===== src/sv/tilm_pkg.sv =====
// tilm_pkg: shared types, opcodes and sizes for the task / irq latency monitor
// no dependencies; compiled before every other file of the block
`default_nettype none

package tilm_pkg;

    // default number of trace-point slots, and the width that holds the slot limit
    localparam int unsigned POINTS_DEF  = 16;
    localparam int unsigned POINTS_MAX  = 256;
    localparam int unsigned SLOT_LIM_W  = $clog2(POINTS_MAX) + 1;

    localparam int unsigned OP_W    = 3;
    localparam int unsigned STAMP_W = 32;
    localparam int unsigned ID_W    = 8;
    localparam int unsigned SLOT_W  = 4;
    localparam int unsigned CNT_W   = 32;

    // event opcodes; the remaining codes change nothing
    localparam logic [OP_W-1:0] OP_SWITCH    = 3'd0;
    localparam logic [OP_W-1:0] OP_IRQ_ENTER = 3'd1;
    localparam logic [OP_W-1:0] OP_IRQ_LEAVE = 3'd2;
    localparam logic [OP_W-1:0] OP_CLR_MAX   = 3'd3;
    localparam logic [OP_W-1:0] OP_CLR_POINT = 3'd4;

    typedef struct packed {
        logic [OP_W-1:0]    opcode;
        logic [STAMP_W-1:0] cycle_stamp;
        logic [STAMP_W-1:0] os_time;
        logic [ID_W-1:0]    next_thread;
        logic [ID_W-1:0]    irq_source;
        logic [SLOT_W-1:0]  point_index;
    } t_event;

    typedef struct packed {
        logic [STAMP_W-1:0] task_cycles;
        logic [STAMP_W-1:0] task_os;
        logic [ID_W-1:0]    task_thread;
        logic [STAMP_W-1:0] task_start;
        logic [STAMP_W-1:0] irq_cycles;
        logic [STAMP_W-1:0] irq_os;
        logic [ID_W-1:0]    irq_source;
        logic [STAMP_W-1:0] irq_start;
    } t_stats;

    typedef struct packed {
        logic [CNT_W-1:0] switches;
        logic [CNT_W-1:0] irqs;
    } t_counts;

endpackage

`default_nettype wire


===== src/sv/tilm_if.sv =====
// tilm_evt_if / tilm_res_if: valid-ready channels for trace events and statistics
// depends on tilm_pkg for field widths
`default_nettype none

interface tilm_evt_if;
    import tilm_pkg::*;

    logic               valid;
    logic               ready;
    logic [OP_W-1:0]    opcode;
    logic [STAMP_W-1:0] cycle_stamp;
    logic [STAMP_W-1:0] os_time;
    logic [ID_W-1:0]    next_thread;
    logic [ID_W-1:0]    irq_source;
    logic [SLOT_W-1:0]  point_index;

    modport source (
        output valid, opcode, cycle_stamp, os_time, next_thread, irq_source, point_index,
        input  ready
    );
    modport sink (
        input  valid, opcode, cycle_stamp, os_time, next_thread, irq_source, point_index,
        output ready
    );
endinterface

interface tilm_res_if;
    import tilm_pkg::*;

    logic               valid;
    logic               ready;
    logic [STAMP_W-1:0] longest_task_cycles;
    logic [STAMP_W-1:0] longest_task_ostime;
    logic [ID_W-1:0]    longest_task_thread;
    logic [STAMP_W-1:0] longest_task_start;
    logic [STAMP_W-1:0] longest_irq_cycles;
    logic [STAMP_W-1:0] longest_irq_ostime;
    logic [ID_W-1:0]    longest_irq_source;
    logic [STAMP_W-1:0] longest_irq_start;
    logic [CNT_W-1:0]   point_switches;
    logic [CNT_W-1:0]   point_irqs;

    modport source (
        output valid, longest_task_cycles, longest_task_ostime, longest_task_thread,
               longest_task_start, longest_irq_cycles, longest_irq_ostime,
               longest_irq_source, longest_irq_start, point_switches, point_irqs,
        input  ready
    );
    modport sink (
        input  valid, longest_task_cycles, longest_task_ostime, longest_task_thread,
               longest_task_start, longest_irq_cycles, longest_irq_ostime,
               longest_irq_source, longest_irq_start, point_switches, point_irqs,
        output ready
    );
endinterface

`default_nettype wire


===== src/sv/task_irq_latency_monitor.sv =====
// task_irq_latency_monitor: top level of the task / irq latency monitor
// depends on tilm_pkg, tilm_if, tilm_ram and tilm_core
//
//  channel   dir  handshake        payload
//  i_evt     in   valid / ready    opcode, cycle_stamp, os_time, next_thread,
//                                  irq_source, point_index
//  o_res     out  valid / ready    longest task and irq stats, slot counters
//  i_cfg_*   in   write enable     counting_enable (1 bit)
//
// one beat per cycle sustained while o_res.ready stays high; each event beat passes the
// input register, then the result register, in step with the counter ram's registered read
// reset is synchronous; all timing state, maxima and slot counters read as zero after
// it (slot counters through per-slot valid bits, no clearing pass)
// a stalled result holds in the result register while one more event waits in the
// input register; i_evt.ready drops only when both are full and o_res.ready is low
`default_nettype none

module task_irq_latency_monitor #(
    parameter int unsigned POINTS = tilm_pkg::POINTS_DEF
) (
    input  logic             i_clk,
    input  logic             i_rst_n,
    input  logic             i_cfg_we,
    input  logic             i_cfg_wdata,
    tilm_evt_if.sink         i_evt,
    tilm_res_if.source       o_res
);
    import tilm_pkg::*;

    localparam int unsigned AW    = (POINTS > 1) ? $clog2(POINTS) : 1;
    localparam int unsigned DEPTH = 1 << AW;
    localparam logic [SLOT_LIM_W-1:0] SLOT_LIM = SLOT_LIM_W'(POINTS);

    // configuration
    logic r_cnt_en;

    // pipeline control
    logic   w_acc;
    logic   w_adv;
    logic   w_out_free;
    logic   r_in_vld;
    logic   r_out_vld;
    t_event w_evt;
    t_event r_in;

    // slot counters
    logic [DEPTH-1:0] r_ent_vld;
    logic             r_byp;
    t_counts          r_byp_data;
    t_counts          w_ram_q;
    t_counts          w_cnt_cur;
    t_counts          n_cnt;
    logic             w_slot_ok;
    logic             w_wr;
    logic [AW-1:0]    w_waddr;
    logic [AW-1:0]    w_raddr;
    logic             w_fwd;

    // statistics
    t_stats  w_stats;
    t_stats  r_out_stats;
    t_counts r_out_cnt;

    always_ff @(posedge i_clk) begin
        if (!i_rst_n) begin
            r_cnt_en <= 1'b0;
        end else if (i_cfg_we) begin
            r_cnt_en <= i_cfg_wdata;
        end
    end

    // input register moves on whenever the result register is free or being drained
    assign w_out_free  = !r_out_vld || o_res.ready;
    assign w_adv       = r_in_vld && w_out_free;
    assign i_evt.ready = !r_in_vld || w_out_free;
    assign w_acc       = i_evt.valid && i_evt.ready;

    assign w_evt = {
        i_evt.opcode,
        i_evt.cycle_stamp,
        i_evt.os_time,
        i_evt.next_thread,
        i_evt.irq_source,
        i_evt.point_index
    };

    always_ff @(posedge i_clk) begin
        if (!i_rst_n) begin
            r_in_vld <= 1'b0;
        end else if (w_acc) begin
            r_in_vld <= 1'b1;
        end else if (w_adv) begin
            r_in_vld <= 1'b0;
        end
    end

    always_ff @(posedge i_clk) begin
        if (w_acc) begin
            r_in <= w_evt;
        end
    end

    // counter ram: read when the beat is taken, written when it leaves the input register
    assign w_raddr = AW'(i_evt.point_index);
    assign w_waddr = AW'(r_in.point_index);

    tilm_ram #(
        .WIDTH ($bits(t_counts)),
        .DEPTH (POINTS)
    ) u_cnt_ram (
        .i_clk   (i_clk),
        .i_we    (w_wr),
        .i_waddr (w_waddr),
        .i_wdata (n_cnt),
        .i_re    (w_acc),
        .i_raddr (w_raddr),
        .o_rdata (w_ram_q)
    );

    assign w_slot_ok = {{(SLOT_LIM_W - SLOT_W){1'b0}}, r_in.point_index} < SLOT_LIM;
    assign w_cnt_cur = r_byp ? r_byp_data : w_ram_q;

    always_comb begin
        n_cnt = w_cnt_cur;
        w_wr  = 1'b0;
        unique case (r_in.opcode)
            OP_SWITCH: begin
                if (r_cnt_en && w_slot_ok) begin
                    n_cnt.switches = w_cnt_cur.switches + CNT_W'(1);
                    w_wr           = w_adv;
                end
            end
            OP_IRQ_ENTER: begin
                if (r_cnt_en && w_slot_ok) begin
                    n_cnt.irqs = w_cnt_cur.irqs + CNT_W'(1);
                    w_wr       = w_adv;
                end
            end
            OP_CLR_POINT: begin
                if (w_slot_ok) begin
                    n_cnt = '0;
                    w_wr  = w_adv;
                end
            end
            default: begin
            end
        endcase
    end

    // a write to the slot being read in the same cycle is forwarded;
    // a slot never written since reset reads as zero
    assign w_fwd = w_wr && (w_waddr == w_raddr);

    always_ff @(posedge i_clk) begin
        if (w_acc) begin
            r_byp      <= w_fwd || !r_ent_vld[w_raddr];
            r_byp_data <= w_fwd ? n_cnt : '0;
        end
    end

    always_ff @(posedge i_clk) begin
        if (!i_rst_n) begin
            r_ent_vld <= '0;
        end else if (w_wr) begin
            r_ent_vld[w_waddr] <= 1'b1;
        end
    end

    tilm_core u_core (
        .i_clk   (i_clk),
        .i_rst_n (i_rst_n),
        .i_adv   (w_adv),
        .i_evt   (r_in),
        .o_stats (w_stats)
    );

    // result register
    always_ff @(posedge i_clk) begin
        if (!i_rst_n) begin
            r_out_vld <= 1'b0;
        end else if (w_adv) begin
            r_out_vld <= 1'b1;
        end else if (o_res.ready) begin
            r_out_vld <= 1'b0;
        end
    end

    always_ff @(posedge i_clk) begin
        if (w_adv) begin
            r_out_stats <= w_stats;
            r_out_cnt   <= w_slot_ok ? n_cnt : '0;
        end
    end

    assign o_res.valid               = r_out_vld;
    assign o_res.longest_task_cycles = r_out_stats.task_cycles;
    assign o_res.longest_task_ostime = r_out_stats.task_os;
    assign o_res.longest_task_thread = r_out_stats.task_thread;
    assign o_res.longest_task_start  = r_out_stats.task_start;
    assign o_res.longest_irq_cycles  = r_out_stats.irq_cycles;
    assign o_res.longest_irq_ostime  = r_out_stats.irq_os;
    assign o_res.longest_irq_source  = r_out_stats.irq_source;
    assign o_res.longest_irq_start   = r_out_stats.irq_start;
    assign o_res.point_switches      = r_out_cnt.switches;
    assign o_res.point_irqs          = r_out_cnt.irqs;
endmodule

`default_nettype wire


===== src/sv/tilm_ram.sv =====
// tilm_ram: generic single-write, single-read ram with registered read data
// no dependencies
`default_nettype none

module tilm_ram #(
    parameter int unsigned WIDTH = 64,
    parameter int unsigned DEPTH = 16,
    parameter int unsigned AW    = (DEPTH > 1) ? $clog2(DEPTH) : 1
) (
    input  logic             i_clk,
    input  logic             i_we,
    input  logic [AW-1:0]    i_waddr,
    input  logic [WIDTH-1:0] i_wdata,
    input  logic             i_re,
    input  logic [AW-1:0]    i_raddr,
    output logic [WIDTH-1:0] o_rdata
);
    logic [WIDTH-1:0] r_mem [DEPTH];
    logic [WIDTH-1:0] r_rdata;

    always_ff @(posedge i_clk) begin
        if (i_we) begin
            r_mem[i_waddr] <= i_wdata;
        end
        if (i_re) begin
            r_rdata <= r_mem[i_raddr];
        end
    end

    assign o_rdata = r_rdata;
endmodule

`default_nettype wire


===== src/sv/tilm_core.sv =====
// tilm_core: switch / irq timing state and longest-interval maxima
// depends on tilm_pkg; updates once per event leaving the input register
`default_nettype none

module tilm_core (
    input  logic            i_clk,
    input  logic            i_rst_n,
    input  logic            i_adv,
    input  tilm_pkg::t_event i_evt,
    output tilm_pkg::t_stats o_stats
);
    import tilm_pkg::*;

    logic [STAMP_W-1:0] r_prev_os, n_prev_os;
    logic [STAMP_W-1:0] r_prev_cyc, n_prev_cyc;
    logic [ID_W-1:0]    r_prev_thread, n_prev_thread;
    logic [STAMP_W-1:0] r_irq_os, n_irq_os;
    logic [STAMP_W-1:0] r_irq_cyc, n_irq_cyc;
    t_stats             r_max, n_max;

    logic [STAMP_W-1:0] w_task_span;
    logic [STAMP_W-1:0] w_irq_span;

    // wrapping 32-bit spans
    assign w_task_span = i_evt.cycle_stamp - r_prev_cyc;
    assign w_irq_span  = i_evt.cycle_stamp - r_irq_cyc;

    always_comb begin
        n_prev_os     = r_prev_os;
        n_prev_cyc    = r_prev_cyc;
        n_prev_thread = r_prev_thread;
        n_irq_os      = r_irq_os;
        n_irq_cyc     = r_irq_cyc;
        n_max         = r_max;
        unique case (i_evt.opcode)
            OP_SWITCH: begin
                // first switch after start has no previous os time
                if (r_prev_os != '0 && w_task_span > r_max.task_cycles) begin
                    n_max.task_cycles = w_task_span;
                    n_max.task_os     = i_evt.os_time - r_prev_os;
                    n_max.task_thread = r_prev_thread;
                    n_max.task_start  = r_prev_cyc;
                end
                n_prev_os     = i_evt.os_time;
                n_prev_cyc    = i_evt.cycle_stamp;
                n_prev_thread = i_evt.next_thread;
            end
            OP_IRQ_ENTER: begin
                n_irq_os  = i_evt.os_time;
                n_irq_cyc = i_evt.cycle_stamp;
            end
            OP_IRQ_LEAVE: begin
                if (w_irq_span > r_max.irq_cycles) begin
                    n_max.irq_cycles = w_irq_span;
                    n_max.irq_os     = i_evt.os_time - r_irq_os;
                    n_max.irq_source = i_evt.irq_source;
                    n_max.irq_start  = r_irq_cyc;
                end
            end
            OP_CLR_MAX: begin
                // ids and task start are kept
                n_max.irq_cycles  = '0;
                n_max.irq_os      = '0;
                n_max.irq_start   = '0;
                n_max.task_cycles = '0;
                n_max.task_os     = '0;
                n_prev_cyc        = '0;
            end
            default: begin
            end
        endcase
    end

    always_ff @(posedge i_clk) begin
        if (!i_rst_n) begin
            r_prev_os     <= '0;
            r_prev_cyc    <= '0;
            r_prev_thread <= '0;
            r_irq_os      <= '0;
            r_irq_cyc     <= '0;
            r_max         <= '0;
        end else if (i_adv) begin
            r_prev_os     <= n_prev_os;
            r_prev_cyc    <= n_prev_cyc;
            r_prev_thread <= n_prev_thread;
            r_irq_os      <= n_irq_os;
            r_irq_cyc     <= n_irq_cyc;
            r_max         <= n_max;
        end
    end

    assign o_stats = n_max;
endmodule

`default_nettype wire


===== src/flat_wrapper.sv =====
// flat-port wrapper written by rule: the top's interface ports become plain ports
module task_irq_latency_monitor_flat import tilm_pkg::*;
#(
    parameter int unsigned POINTS = tilm_pkg::POINTS_DEF
)
  (i_clk, i_rst_n, i_cfg_we, i_cfg_wdata, i_evt_valid, i_evt_opcode, i_evt_cycle_stamp, i_evt_os_time, i_evt_next_thread, i_evt_irq_source, i_evt_point_index, i_evt_ready, o_res_valid, o_res_longest_task_cycles, o_res_longest_task_ostime, o_res_longest_task_thread, o_res_longest_task_start, o_res_longest_irq_cycles, o_res_longest_irq_ostime, o_res_longest_irq_source, o_res_longest_irq_start, o_res_point_switches, o_res_point_irqs, o_res_ready);
  tilm_evt_if i_evt_i ();
  tilm_res_if o_res_i ();
  input  logic i_clk;
  input  logic i_rst_n;
  input  logic i_cfg_we;
  input  logic i_cfg_wdata;
  input wire logic [$bits(i_evt_i.valid)-1:0] i_evt_valid;
  input wire logic [$bits(i_evt_i.opcode)-1:0] i_evt_opcode;
  input wire logic [$bits(i_evt_i.cycle_stamp)-1:0] i_evt_cycle_stamp;
  input wire logic [$bits(i_evt_i.os_time)-1:0] i_evt_os_time;
  input wire logic [$bits(i_evt_i.next_thread)-1:0] i_evt_next_thread;
  input wire logic [$bits(i_evt_i.irq_source)-1:0] i_evt_irq_source;
  input wire logic [$bits(i_evt_i.point_index)-1:0] i_evt_point_index;
  output wire logic [$bits(i_evt_i.ready)-1:0] i_evt_ready;
  output wire logic [$bits(o_res_i.valid)-1:0] o_res_valid;
  output wire logic [$bits(o_res_i.longest_task_cycles)-1:0] o_res_longest_task_cycles;
  output wire logic [$bits(o_res_i.longest_task_ostime)-1:0] o_res_longest_task_ostime;
  output wire logic [$bits(o_res_i.longest_task_thread)-1:0] o_res_longest_task_thread;
  output wire logic [$bits(o_res_i.longest_task_start)-1:0] o_res_longest_task_start;
  output wire logic [$bits(o_res_i.longest_irq_cycles)-1:0] o_res_longest_irq_cycles;
  output wire logic [$bits(o_res_i.longest_irq_ostime)-1:0] o_res_longest_irq_ostime;
  output wire logic [$bits(o_res_i.longest_irq_source)-1:0] o_res_longest_irq_source;
  output wire logic [$bits(o_res_i.longest_irq_start)-1:0] o_res_longest_irq_start;
  output wire logic [$bits(o_res_i.point_switches)-1:0] o_res_point_switches;
  output wire logic [$bits(o_res_i.point_irqs)-1:0] o_res_point_irqs;
  input wire logic [$bits(o_res_i.ready)-1:0] o_res_ready;
  assign i_evt_i.valid = i_evt_valid;
  assign i_evt_i.opcode = i_evt_opcode;
  assign i_evt_i.cycle_stamp = i_evt_cycle_stamp;
  assign i_evt_i.os_time = i_evt_os_time;
  assign i_evt_i.next_thread = i_evt_next_thread;
  assign i_evt_i.irq_source = i_evt_irq_source;
  assign i_evt_i.point_index = i_evt_point_index;
  assign i_evt_ready = i_evt_i.ready;
  assign o_res_valid = o_res_i.valid;
  assign o_res_longest_task_cycles = o_res_i.longest_task_cycles;
  assign o_res_longest_task_ostime = o_res_i.longest_task_ostime;
  assign o_res_longest_task_thread = o_res_i.longest_task_thread;
  assign o_res_longest_task_start = o_res_i.longest_task_start;
  assign o_res_longest_irq_cycles = o_res_i.longest_irq_cycles;
  assign o_res_longest_irq_ostime = o_res_i.longest_irq_ostime;
  assign o_res_longest_irq_source = o_res_i.longest_irq_source;
  assign o_res_longest_irq_start = o_res_i.longest_irq_start;
  assign o_res_point_switches = o_res_i.point_switches;
  assign o_res_point_irqs = o_res_i.point_irqs;
  assign o_res_i.ready = o_res_ready;
  task_irq_latency_monitor #(.POINTS(POINTS)) u_core (.i_clk(i_clk), .i_rst_n(i_rst_n), .i_cfg_we(i_cfg_we), .i_cfg_wdata(i_cfg_wdata), .i_evt(i_evt_i), .o_res(o_res_i));
endmodule

===== config.mk =====
export PLATFORM = sky130hd
export DESIGN_NAME = task_irq_latency_monitor_flat
export DESIGN_NICKNAME = d
export VERILOG_FILES = /design/src/sv/tilm_pkg.sv /design/src/sv/tilm_if.sv /design/src/sv/task_irq_latency_monitor.sv /design/src/sv/tilm_ram.sv /design/src/sv/tilm_core.sv /design/src/flat_wrapper.sv
export SDC_FILE = /design/constraint.sdc
export NUM_CORES = 2
export LEC_CHECK = 0
export BUFFER_PORTS_ARGS = -buffer_cell sky130_fd_sc_hd__buf_2
export CORE_MARGIN = 5
export CORE_UTILIZATION = 53
export CTS_BUF_LIST = sky130_fd_sc_hd__clkbuf_8
export DETAILED_ROUTE_END_ITERATION = 8
export PLACE_DENSITY = 0.8
export SLEW_MARGIN = 5
export SYNTH_ARGS = -nofsm -noshare
export SYNTH_HDL_FRONTEND = slang
export SYNTH_HIERARCHICAL = 1
export SYNTH_SLANG_ARGS = --single-unit

===== constraint.sdc =====
create_clock -name i_clk -period 17.4 [get_ports i_clk]
set_input_delay 3.48 -clock i_clk [delete_from_list [all_inputs] [get_ports i_clk]]
set_output_delay 3.48 -clock i_clk [all_outputs]
set_load 0.1 [all_outputs]

After elaboration in Yosys (flattened, before gate mapping):

Memories as Yosys holds them, arrays and structs flattened. A register that Yosys moved wholly into a read port is not among the register bits.
Cells that the tools add are included.

* add/subtract/negate cells: 6
* magnitude comparators: 5
* equality and inequality tests: 5
* multiplexer cells: 25
* bitwise gates (word level): 1
* reduce and logical (&&, ||, !) cells: 20

Operators by type and width (number)
* $pmux 32 s2: 4
* $pmux 64 s2: 2
* $mux 104: 2
* $sub 32x32->32: 4
* $add 32x1->32 const B: 2
* $gt 32x32->1: 2
* $mux 32: 2
* $mux 64: 1
* $mux 40: 1
* $reduce_bool 32->1: 1
* $or 16x16->16: 1
* $lt 4x5->1 const B: 2
* $mux 1: 9
* $mux 8: 1
* $eq 3x2->1 const B: 2
* $reduce_and 2->1: 3
* $reduce_bool 2->1: 3
* $logic_and 1x1->1: 5
* $bmux 1 s4: 1
* $demux 1 s4: 1
* $eq 4x4->1: 1
* $ge 4x1->1 const B: 1
* $eq 3x1->1 const B: 1
* $eq 3x3->1 const B: 1
* 5 further kinds: 9

* register bits: 787
* bits in writable memories: 1024
* input port bits: 93
* output and inout bits: 274
* word-level logic and storage cells: 99
* memories: 1

Memories
* u_core.u_cnt_ram.r_mem: words 16, bits a word 64, read ports 1, clocked after Yosys merged registers in 1, write ports 1, line tilm_ram.sv:18 `logic [WIDTH-1:0] r_mem [DEPTH];`

Depth between registers and ports, before layout:

* word-level depth: 7
* depth in mapped cells: 26
* gate-level depth less buffers: 24

Cells and area by module:

The synthesis kept the hierarchy.

Modules (own cells, without submodules)
* tilm_ram: instances 1, cells an instance 1647, area each 40222.3 um^2, seq. area each 32671.3 um^2
* tilm_core: instances 1, cells an instance 2784, area each 22629.2 um^2, seq. area each 6886.6 um^2
* task_irq_latency_monitor: instances 1, cells an instance 1067, area each 17337.9 um^2, seq. area each 13112.6 um^2

Least setup slack after synthesis:

Ideal clock, no wire load.

* kind: input to register
* from: input o_res_ready
* to: register u_core.u_core.r_irq_cyc[0]
* data arrival time: 16.842 ns
* path slack: 0.483 ns
* cell stages on the path: 8
* buffers on the path: 2
* cell sequence: nor2b_1 nor2_1 clkbuf_1 inv_1 nor4_1 clkbuf_1 nand2_1 a21boi_0

* word-level cells in the longest chain between the ends: 3

Ends and longest elaborated chain
* from (decl): line flat_wrapper.sv:32 `input wire logic [$bits(o_res_i.ready)-1:0] o_res_ready;`
* $logic_or 1x1->1: line task_irq_latency_monitor.sv:73 `assign w_out_free = !r_out_vld || o_res.ready;`
* $logic_and 1x1->1: line task_irq_latency_monitor.sv:74 `assign w_adv = r_in_vld && w_out_free;`
* net u_core.w_adv: line task_irq_latency_monitor.sv:39 `logic w_adv;`
* $reduce_and 2->1 (no line)
* to (signal assigned): line tilm_core.sv:87 `r_irq_cyc <= n_irq_cyc;`
* to (decl): line tilm_core.sv:18 `logic [STAMP_W-1:0] r_irq_cyc, n_irq_cyc;`

The timed path passes the listed nets, and every way through them passes these cells.
A chain may end at the register's enable or synchronous reset.

Worst setup path after layout:

* from: input o_res_ready
* to: output i_evt_ready

* word-level cells in the longest chain between the ends: 2

Ends and longest elaborated chain
* $logic_or 1x1->1: line task_irq_latency_monitor.sv:73
* $logic_or 1x1->1: line task_irq_latency_monitor.sv:75 `assign i_evt.ready = !r_in_vld || w_out_free;`
* to (decl): line flat_wrapper.sv:20 `output wire logic [$bits(i_evt_i.ready)-1:0] i_evt_ready;`

No other way between the ends.

==> reports/qor.yml <==
fmaxAchievable_ghz: 0.126
cts.sinks: 1875
syn_nets: 5785
critPathLaunch: "o_res_ready"
antenna_found_initial: 8
grt_overflow: 0
finClkSkew_ps: 83.3
clock_latency_ps: 1000
grt_max_degree: 197
grt_usage_pct: 25.5
worst-path-max-fanout: 5
r2r_end: "u_core/o_res.longest_task_thread[7]$_DFFE_PN_"
hold_viol: 0
cts_max_path_buffers: 4
pwr-share-comb_pct: 9.4
drive_gt1_share_pct: 21.8
rows: 142
globalplace.congestion: 0.927
leakagePower_uw: 0.0315
ir_drop_mv: 0.0886
synth_area_mm2: 0.0802
dr.max_layer_used: "met4"
min_to: "u_core/u_core/r_max[141]$_SDFFE_PN0P_"
p_int_uw: 7080
fin_crit_sh_pct: 45.6
critPathLaunchType: "input pin"
hp-start: "u_core/u_core/r_prev_thread[5]$_SDFFE_PN0P_"
final_max_slew_viol_count: 0
drc: 0
cts_tree: "built"
initial_core_util_pct: 53.4
dpl.hpwl_um: 130000
final-setup-viol-count: 0
worstPathArrival_ps: 4450
die-area_mm2: 0.159
rr_worst_depth: 21
yosys_warnings: 6
core_area_mm2: 0.150
synth_top_flop_cell: "edfxtp_1"
drt-total-wl_um: 208000
post_layout_nonfiller_instances: 8234
cts.repair.resized: 0
pwr-share-clk_pct: 37.9
numCtsBuffers: 314
syn_avg_cell_area_um2: 14.6
wl_met3_um: 18900
clk_pin_slew_worst_paths_ps: 60
drt_iter0_markers: 5386
tns_ps: 0
maxCapViolations: 0
fin_area_mm2: 0.0899
critPathKind: "input pin to output port"
cts_hold_buf: 0
rsz0062_at_grt: "no"
yosysSeqAreaShare_pct: 65.7
dr.pass1.iters: 6
p_per_area_mw_per_mm2: 106
postSynthCellCount: 5498
place_area_mm2: 0.0843
met2_length_um: 101000
async_flop_share_pct: 0
final_common_cell: "edfxtp_1"
worstMarginPinSlew_ps: 1240
end_kind: "output port"
relSlewSlack_pct: 14.8
routedWlPerCell_um: 25.3
final_util_pct: 59.9
met1_length_um: 78200
post-route-min-period_ps: 7930
area_delta_synth_final_pct: 12.2
grt_pass1_wl_um: 306000
synthDistinctLibCells: 95
via_per_inst: 6.11
dpl.cell_count: 7690
pwr-share-seq_pct: 52.7
fin_nets: 6277
cts_root_buf: "clkbuf_8"
dieHeight_um: 399
die_width_um: 399
vias: 50300
ys_seq_elements: 1875
final_cell_mix: "1512 x edfxtp_1, 587 x nand2_1, 363 x buf_2, 363 x dfxtp_1, 338 x clkbuf_8"
ant_nets: 0
grt_pass1_vias: 49600
r2r_slack_ps: 10000
cp.required_ps: 13920
io_buffers: 366
ioPinCount: 367
hold_path_depth: 2
rr_startpoint: "u_core/r_in[52]$_DFFE_PP_"
synth_edf_count: 1512
htree_levels: 5
status: "complete, no violations"
cts_setup_buffers: 0
holdWs_ps: 448
p_sw_share_pct: 25.4
min_path_type: "register to register"
p_sw_uw: 2410
synth_stat cells (all sizes together) (81+ instances only):
| cell | n | area (µm²) |
|---|---|---|
| nand2 | 588 | 2210 |
| a21oi | 129 | 649 |
| a21o | 98 | 737 |
| ha | 190 | 2380 |
| mux4 | 261 | 5880 |
| edfxtp | 1512 | 45400 |
| a22oi | 200 | 1500 |
| nor2 | 137 | 517 |
| o21ai | 190 | 951 |
| mux2 | 81 | 912 |
| clkbuf | 183 | 687 |
| a22o | 149 | 1310 |
| buf | 105 | 607 |
| nor2b | 90 | 563 |
| dfxtp | 363 | 7270 |
| xnor2 | 85 | 744 |
| a21boi | 157 | 1180 |
| inv | 224 | 841 |
sequential cells by signal (all words and copies together) (netlist names), 4 cells and up:
register / flops
u_core/o_res.longest_irq_cycles: 32
u_core/o_res.longest_irq_ostime: 32
u_core/o_res.longest_irq_source: 8
u_core/o_res.longest_irq_start: 32
u_core/o_res.longest_task_cycles: 32
u_core/o_res.longest_task_ostime: 32
u_core/o_res.longest_task_start: 32
u_core/o_res.longest_task_thread: 8
u_core/o_res.point_irqs: 32
u_core/o_res.point_switches: 32
u_core/r_byp_data: 64
u_core/r_ent_vld: 16
u_core/r_in: 83
u_core/u_cnt_ram/o_rdata: 64
u_core/u_cnt_ram/r_mem: 1024
u_core/u_core/r_irq_cyc: 32
u_core/u_core/r_irq_os: 32
u_core/u_core/r_max: 208
u_core/u_core/r_prev_cyc: 32
u_core/u_core/r_prev_os: 32
u_core/u_core/r_prev_thread: 8
u_core/w_waddr: 4
layout make-up:
cell class                      count  area, µm²
Inverter                          224        841
Multi-Input combinational cell   3111      25600
Clock buffer                      337       4640
Antenna cell                        5       12.5
Clock inverter                    202       1030
Tap cell                         2016       2520
Sequential cell                  1875      52700
Fill cell                       11000      60200
Timing Repair Buffer              464       2610
worst max path at each step:
stage / depth (start not counted) / to
after floorplan: 8 / u_core/u_core/r_irq_cyc[0]$_SDFFE_PN0P_
after global routing: 4 / i_evt_ready
after detailed placement: 4 / i_evt_ready
final: 4 / i_evt_ready
after global placement: 4 / i_evt_ready
after CTS: 4 / i_evt_ready
metal layers:
metal  GRT usage (%)  vias up
met5               0        -
met1            32.9    24900
met4            12.3        0
li1                -    22200
met2            41.8     2748
met3            5.01      500
power by group through the flow:
stage / clock network, µW / registers (µW) / logic (µW)
2_1_floorplan: 0 / 5280 / 462
3_3_place_gp: 0 / 5090 / 867
3_5_place_dp: 0 / 5090 / 886
4_1_cts: 3670 / 5000 / 889
5_1_grt: 3890 / 5010 / 952
6_report: 3600 / 5000 / 895
through the flow:
step	setup WS [ps]	total power (µW)
final	9470	9490
after global routing	9390	9840
after CTS	9470	9560
after detailed placement	9470	5980
after global placement	9490	5960
after floorplan	483	5740
kinds of logic (layout without fill, tap and decap cells):
group / count (synthesis) / in the layout / share of synthesized area [%]
mux: 395 / 395 / 9.13
compound gates: 1204 / 1204 / 11.0
other cells: 0 / 5 / 0
fa+ha+maj: 194 / 194 / 3.06
xor+xnor: 131 / 131 / 1.43
buf+inv: 512 / 1227 / 2.66
flops: 1875 / 1875 / 65.7
simple gates: 1187 / 1187 / 7.07
worst max-delay path, stage by stage:
cell and delay, ps:
buf_2 90, nor2b_1 400, nand2_1 160, buf_2 320
Note: power is estimated with default switching activity, not from simulation.
